## config.mk

```make
export PLATFORM = sky130hd
export DESIGN_NAME = line_follower_steering
export DESIGN_NICKNAME = d
export VERILOG_FILES = /design/src/hw/rtl/lfs_pkg.sv /design/src/hw/rtl/lfs_steer.sv /design/src/hw/rtl/line_follower_steering.sv
export SDC_FILE = /design/constraint.sdc
export NUM_CORES = 1
export LEC_CHECK = 0
export ABC_AREA = 1
export BUFFER_PORTS_ARGS = -buffer_cell sky130_fd_sc_hd__buf_2
export CORE_ASPECT_RATIO = 0.8
export CORE_UTILIZATION = 45
export CTS_CLUSTER_DIAMETER = 60
export DETAILED_ROUTE_END_ITERATION = 8
export GPL_TIMING_DRIVEN = 0
export SLEW_MARGIN = 40
export SYNTH_ARGS = -nofsm -noshare
export SYNTH_HDL_FRONTEND = slang
export SYNTH_SLANG_ARGS = --single-unit
export TNS_END_PERCENT = 10
```

## constraint.sdc

```tcl
create_clock -name i_clk -period 3.17 [get_ports i_clk]
set_input_delay 0.317 -clock i_clk [delete_from_list [all_inputs] [get_ports i_clk]]
set_output_delay 0.317 -clock i_clk [all_outputs]
set_load 0.005 [all_outputs]
```

## src/hw/rtl/lfs_pkg.sv

```systemverilog
// Types, codes and steering table for the line follower steering block.
`default_nettype none
package lfs_pkg;

    localparam int unsigned PatW   = 8;
    localparam int unsigned SpeedW = 8;
    localparam int unsigned SumW   = 9;
    localparam int unsigned CountW = 12;
    localparam int unsigned BaseW  = 7;
    localparam int unsigned CfgIdxW = 2;
    localparam int unsigned CfgDataW = 12;

    localparam logic [CountW-1:0] COUNT_MAX      = 12'd4095;
    localparam logic [CountW-1:0] LOST_LIMIT_RST = 12'd1200;

    localparam logic [PatW-1:0] PAT_ALL_DARK   = 8'h00;
    localparam logic [PatW-1:0] PAT_ALL_LIGHT  = 8'hFF;
    localparam logic [PatW-1:0] PAT_RFID_MASK  = 8'h18;

    localparam logic signed [SumW-1:0] SPEED_MAX = 9'sd100;
    localparam logic signed [SumW-1:0] SPEED_MIN = 9'sd5;

    // stop codes
    localparam logic [1:0] STOP_NONE = 2'd0;
    localparam logic [1:0] STOP_DARK = 2'd1;
    localparam logic [1:0] STOP_RFID = 2'd2;
    localparam logic [1:0] STOP_LOST = 2'd3;

    // configuration register indexes
    localparam logic [CfgIdxW-1:0] CFG_BASE_SPEED  = 2'd0;
    localparam logic [CfgIdxW-1:0] CFG_RFID_ENABLE = 2'd1;
    localparam logic [CfgIdxW-1:0] CFG_LOST_LIMIT  = 2'd2;

    typedef struct packed {
        logic [PatW-1:0] sensor_pattern;
        logic            start_tracking;
    } t_in_item;

    typedef struct packed {
        logic                     motor_write;
        logic signed [SpeedW-1:0] left_speed;
        logic signed [SpeedW-1:0] right_speed;
        logic [1:0]               stop_code;
        logic                     tracking_active;
    } t_out_item;

    typedef struct packed {
        logic [BaseW-1:0]  base_speed;
        logic              rfid_stop_enable;
        logic [CountW-1:0] lost_line_limit;
    } t_cfg;

    typedef struct packed {
        logic              tracking;
        logic [CountW-1:0] all_ones_ticks;
    } t_state;

    typedef struct packed {
        logic signed [SpeedW-1:0] dl;
        logic signed [SpeedW-1:0] dr;
    } t_offsets;

    function automatic t_offsets steer_offsets(input logic [PatW-1:0] p);
        t_offsets o;
        o.dl = '0;
        o.dr = '0;
        unique case (p)
            8'hF7, 8'hF3: begin o.dl = 8'sd20;  o.dr = -8'sd40;  end
            8'hFB, 8'hF9: begin o.dl = 8'sd40;  o.dr = -8'sd60;  end
            8'hFD, 8'hFC: begin o.dl = 8'sd60;  o.dr = -8'sd90;  end
            8'hFE:        begin o.dl = 8'sd80;  o.dr = -8'sd120; end
            8'hEF, 8'hCF: begin o.dr = 8'sd20;  o.dl = -8'sd40;  end
            8'hDF, 8'h9F: begin o.dr = 8'sd40;  o.dl = -8'sd60;  end
            8'hBF, 8'h3F: begin o.dr = 8'sd60;  o.dl = -8'sd90;  end
            8'h7F:        begin o.dr = 8'sd80;  o.dl = -8'sd120; end
            default: ;
        endcase
        return o;
    endfunction

    // Keep the magnitude within MIN..MAX, sign preserved.
    function automatic logic signed [SpeedW-1:0] clamp_speed(
        input logic signed [SumW-1:0] v
    );
        logic signed [SumW-1:0] r;
        r = v;
        if (v >= 0) begin
            if (v > SPEED_MAX) r = SPEED_MAX;
            if (v < SPEED_MIN) r = SPEED_MIN;
        end else begin
            if (v < -SPEED_MAX) r = -SPEED_MAX;
            if (v > -SPEED_MIN) r = -SPEED_MIN;
        end
        return r[SpeedW-1:0];
    endfunction

endpackage
`default_nettype wire

```

## src/hw/rtl/lfs_steer.sv

```systemverilog
// Per-item steering decision: pattern table, speed clamp, stop causes, next state.
`default_nettype none
module lfs_steer (
    input  wire lfs_pkg::t_in_item  i_item,
    input  wire lfs_pkg::t_state    i_state,
    input  wire lfs_pkg::t_cfg      i_cfg,
    output lfs_pkg::t_out_item      o_result,
    output lfs_pkg::t_state         o_state
);

    logic                               w_track;
    logic [lfs_pkg::PatW-1:0]           w_p;
    lfs_pkg::t_offsets                  w_off;
    logic signed [lfs_pkg::SumW-1:0]    w_base;
    logic signed [lfs_pkg::SumW-1:0]    w_lsum;
    logic signed [lfs_pkg::SumW-1:0]    w_rsum;
    logic [1:0]                         w_stop;
    logic [lfs_pkg::CountW-1:0]         w_cnt;

    assign w_p     = i_item.sensor_pattern;
    assign w_track = i_state.tracking | i_item.start_tracking;
    assign w_off   = lfs_pkg::steer_offsets(w_p);
    assign w_base  = $signed({2'b00, i_cfg.base_speed});
    assign w_lsum  = w_base + lfs_pkg::SumW'(w_off.dl);
    assign w_rsum  = w_base + lfs_pkg::SumW'(w_off.dr);

    always_comb begin
        w_stop = lfs_pkg::STOP_NONE;
        w_cnt  = '0;
        if (w_p == lfs_pkg::PAT_ALL_DARK) begin
            w_stop = lfs_pkg::STOP_DARK;
        end else if (i_cfg.rfid_stop_enable
                     && ((w_p & lfs_pkg::PAT_RFID_MASK) == lfs_pkg::PAT_RFID_MASK)
                     && (!w_p[7] || !w_p[0])) begin
            w_stop = lfs_pkg::STOP_RFID;
        end
        if (w_p == lfs_pkg::PAT_ALL_LIGHT) begin
            if (i_state.all_ones_ticks > i_cfg.lost_line_limit) begin
                w_stop = lfs_pkg::STOP_LOST;
            end else if (i_state.all_ones_ticks < lfs_pkg::COUNT_MAX) begin
                w_cnt = i_state.all_ones_ticks + 1'b1;
            end else begin
                w_cnt = i_state.all_ones_ticks;
            end
        end
    end

    always_comb begin
        o_result = '0;
        o_state  = i_state;
        if (w_track) begin
            o_result.motor_write = 1'b1;
            o_result.stop_code   = w_stop;
            o_state.all_ones_ticks = w_cnt;
            if (w_stop != lfs_pkg::STOP_NONE) begin
                o_state.tracking = 1'b0;
            end else begin
                o_state.tracking     = 1'b1;
                o_result.left_speed  = lfs_pkg::clamp_speed(w_lsum);
                o_result.right_speed = lfs_pkg::clamp_speed(w_rsum);
            end
        end
        o_result.tracking_active = o_state.tracking;
    end

endmodule
`default_nettype wire

```

## src/hw/rtl/line_follower_steering.sv

```systemverilog
// Top level of the line follower steering block: item registers, state, config.
//
//   channel  dir  handshake               payload
//   in       in   i_in_valid / o_in_stall  i_in_item  (lfs_pkg::t_in_item)
//   out      out  o_out_valid / i_out_stall o_out_item (lfs_pkg::t_out_item)
//   cfg      in   i_cfg_we                 i_cfg_idx, i_cfg_wdata
//
// One item per cycle sustained while the output is not stalled; an item is
// accepted into the input register, passes the steering logic and is held
// in the result register. Tracking state advances as each item moves
// into the result register. Synchronous active-low reset clears state, valids
// and configuration (lost_line_limit to 1200). A stalled output holds its
// result; the input register still takes one more item before the input stalls.
`default_nettype none
module line_follower_steering (
    input  wire                                   i_clk,
    input  wire                                   i_rst_n,
    input  wire                                   i_in_valid,
    output logic                                  o_in_stall,
    input  wire lfs_pkg::t_in_item                i_in_item,
    output logic                                  o_out_valid,
    input  wire                                   i_out_stall,
    output lfs_pkg::t_out_item                    o_out_item,
    input  wire                                   i_cfg_we,
    input  wire [lfs_pkg::CfgIdxW-1:0]            i_cfg_idx,
    input  wire [lfs_pkg::CfgDataW-1:0]           i_cfg_wdata
);

    logic                r_in_valid;
    lfs_pkg::t_in_item   r_in;
    logic                r_out_valid;
    lfs_pkg::t_out_item  r_out;
    lfs_pkg::t_state     r_state;
    lfs_pkg::t_cfg       r_cfg;

    lfs_pkg::t_out_item  n_out;
    lfs_pkg::t_state     n_state;

    logic w_move;
    logic w_accept;

    assign w_move     = r_in_valid && (!r_out_valid || !i_out_stall);
    assign o_in_stall = r_in_valid && !w_move;
    assign w_accept   = i_in_valid && !o_in_stall;

    lfs_steer u_steer (
        .i_item   (r_in),
        .i_state  (r_state),
        .i_cfg    (r_cfg),
        .o_result (n_out),
        .o_state  (n_state)
    );

    always_ff @(posedge i_clk) begin
        if (!i_rst_n) begin
            r_in_valid  <= 1'b0;
            r_out_valid <= 1'b0;
            r_state     <= '0;
            r_cfg.base_speed       <= '0;
            r_cfg.rfid_stop_enable <= 1'b0;
            r_cfg.lost_line_limit  <= lfs_pkg::LOST_LIMIT_RST;
        end else begin
            if (w_accept) begin
                r_in_valid <= 1'b1;
            end else if (w_move) begin
                r_in_valid <= 1'b0;
            end
            if (w_move) begin
                r_out_valid <= 1'b1;
                r_state     <= n_state;
            end else if (!i_out_stall) begin
                r_out_valid <= 1'b0;
            end
            if (i_cfg_we) begin
                unique case (i_cfg_idx)
                    lfs_pkg::CFG_BASE_SPEED:
                        r_cfg.base_speed <= i_cfg_wdata[lfs_pkg::BaseW-1:0];
                    lfs_pkg::CFG_RFID_ENABLE:
                        r_cfg.rfid_stop_enable <= i_cfg_wdata[0];
                    lfs_pkg::CFG_LOST_LIMIT:
                        r_cfg.lost_line_limit <= i_cfg_wdata[lfs_pkg::CountW-1:0];
                    default: ;
                endcase
            end
        end
    end

    // payload registers
    always_ff @(posedge i_clk) begin
        if (w_accept) begin
            r_in <= i_in_item;
        end
        if (w_move) begin
            r_out <= n_out;
        end
    end

    assign o_out_valid = r_out_valid;
    assign o_out_item  = r_out;

endmodule
`default_nettype wire

```

==> out/metrics.csv <==
metric,value,unit
Hold EP,r_in[5],
GRT met3 Usage,5.17,%
detailed-route via count,3767,
Min-Delay Path Depth,1,
Post-Syn Area,4410,µm²
Yosys warning count,0,
H-tree depth,3,
Syn Inst Count,557,
post-synth net total,612,
1st-iter DRT viols,227,
worst r2r dst,o_out_item[13],
DP Worst Slack,68.5,ps
Final min period,2880,ps
Worst setup EP type,flip-flop,
status,completed,
register bit count reported by yosys,64,
type of origin of the critical path,flip-flop,
PortBufs,49,
Max Slew Vio Count,0,
kind of critical path,flip-flop to flip-flop,
worst path required time,3250,ps
maximum VDD drop,245,µV
CP Cell Sequence,"nand2_2, nor2_8, nand2_1, nor2_2, inv_1, nand3_1, inv_1, fa_2, inv_1, o21ai_0, nand2_1, nand3b_1, nand3_1, nand2_1, inv_1, nand4_1, nand2_1, a21oi_2",
final HPWL from detailed placement,7840,µm
DRC errors left,0,
Post-Route WL,9870,µm
Final #Nets,680,
Syn Area/Cell,7.92,µm²
gr busiest metal,met1,
worst skew pair latency,330,ps
placed inst area,4820,µm²
Slew HR,57.9,%
most frequent cells in the layout,"103 x nand2_1, 84 x inv_1, 56 x nand3_1",
power per cell area,401,nW/µm²
fmax,0.347,GHz
min-delay src,i_in_item[5],
clock sink count,64,
CTS tree,built,
Final ANT Viol Nets,0,
"Hold Vio Cnt, Final",0,
"Setup violations, final",0,
r2r startpoint,r_in[5],
vias in the first global route,3371,
antenna cells,0,
final instance area,5180,µm²
Hold Buf Count CTS,0,
leakage power,2.45,nW
reg-to-reg setup timing slack,290,ps
"most common cell after layout, fill and taps aside",nand2_1,
# rows,31,
die extent in x,113,µm
slowest cell on the critical path,fa_2,
GPL Wtd Cong,0.856,
"Clk pin slew, worst setup/hold paths",50,ps
Top Ports,50,
Tcrit/Tclk final,91.0,%
min setup slack post-route,286,ps
worst-case clock buffer depth,2,
r2r worst-path depth,18,
HP Class,input pin to flip-flop,
die area,10200,µm²
CP arrival,2970,ps
initial antenna violation count,0,
sequential area share after synthesis,35.6,%
DR WL/cell,13.2,µm
met2 GRT Util,29.1,%
worst-path fanout max,6,
gr ovfl total,0,
core outline area,9270,µm²
"Largest stage delay, worst path",570,ps
die height,90.6,µm
DR pass1 iterations,5,
Via density,5.06,
first-pass GRT wire length,16600,µm
Setup Skew,3.44,ps
largest net degree at the start of global routing,20,
Slew @ Worst Pin,626,ps
GRT Total Usage,20.9,%
GR Util met1,31.0,%
Clock Tree Root,clkbuf_16,
synth-to-layout area growth,17.4,%
layout cells sized above 1,22.7,%
maximum capacitance violations,0,
TritonCTS Buffers,9,
initial core utilization,47.6,%
Unique masters post-synth,45,
[state kept, by name (all words and copies together), names as in the netlist]
name and cells:
r_in 9, o_out_valid 1, r_cfg 20, r_state 13, r_in_valid 1, o_out_item 20
[power by group]
group | switching, mW | leakage [nW] | internal, mW
clock | 0.337 | 0.131 | 0.517
sequential | 0.0217 | 0.566 | 0.908
combinational | 0.182 | 1.76 | 0.113
[area by class of cell]
| cell class | instances | area [µm²] |
|---|---|---|
| plain buffers | 8 | 52.6 |
| multi-input cells | 395 | 2500 |
| clock inverters | 6 | 27.5 |
| inverters | 90 | 340 |
| well taps | 115 | 144 |
| fillers | 893 | 4090 |
| flip-flops and latches | 64 | 1570 |
| clock buffers | 10 | 229 |
| repair buffers | 57 | 313 |
[worst max path at each step]
stage	startpoint	end	slack, ps	cells past startpoint
final	r_in[5]	o_out_item[13]	290	18
after global routing	r_in[4]	o_out_item[6]	-10	21
after CTS	r_in[4]	o_out_item[6]	50	21
after detailed placement	r_in[4]	o_out_item[6]	70	21
after global placement	r_in[4]	o_out_item[6]	150	21
after floorplan	r_in[4]	o_out_item[6]	490	21
[repair_timing]
action	4_1_cts	5_1_grt
setup buffers	0	7
setup endpoints to repair	0	14
gates resized for setup	0	17
[cell usage after synthesis, drive strengths merged]
| master | instances | share of area, % |
|---|---|---|
| and3 | 1 | 0.14 |
| nand2 | 121 | 12 |
| nand3b | 7 | 1.5 |
| nor3 | 7 | 1.4 |
| nor2 | 51 | 6.4 |
| xor2 | 8 | 1.6 |
| o211ai | 6 | 1.3 |
| o31ai | 1 | 0.48 |
| clkinv | 1 | 0.085 |
| nor4 | 3 | 0.43 |
| o2111ai | 1 | 0.20 |
| buf | 4 | 0.85 |
| o21ai | 28 | 3.3 |
| xnor2 | 1 | 0.20 |
| o21a | 3 | 0.51 |
| or2 | 1 | 0.14 |
| a21oi | 51 | 6.2 |
| nand3 | 67 | 9.6 |
| nand4 | 10 | 1.9 |
| edfxtp | 29 | 20 |
| clkbuf | 4 | 0.34 |
| and2 | 1 | 0.20 |
| inv | 89 | 7.6 |
| fa | 2 | 0.91 |
| ha | 25 | 7.1 |
| dfxtp | 35 | 16 |
[worst max-delay path, delay by kind of cell, from the launching register on]
family | cells | cell delay [ps]
and+or+nand+nor | 11 | 1200
DFF | 1 | 410
adders and majority gates | 1 | 570
AOI/OAI and AO/OA | 2 | 120
buffers and inverters | 4 | 330
[routing by layer]
layer | vias to the layer above | wire [µm]
met5 | - | 0
met4 | 0 | 124
met3 | 8 | 527
met2 | 81 | 4010
met1 | 1683 | 5210
li1 | 1995 | -
[cell families (layout without fill, tap and decap cells)]
group	Yosys count	after routing	synth area share [%]
compound gates	90	90	12.1
simple gates	269	269	33.6
flops	64	64	35.6
xor+xnor	9	9	1.79
buf+inv	98	171	8.91
fa+ha+maj	27	27	8.00
[stage by stage]
stage	utilization, %	total power [mW]	setup TNS [ps]	hold slack [ps]	std cells
after floorplan	-	1.14	0	416	557
after global placement	51.8	1.22	0	444	721
after detailed placement	52.0	1.23	0	451	722
after CTS	54.8	2.08	0	156	738
after global routing	55.9	2.18	-42.4	149	745
final	55.9	2.08	0	165	745
Note: power is estimated with default switching activity, not from simulation.
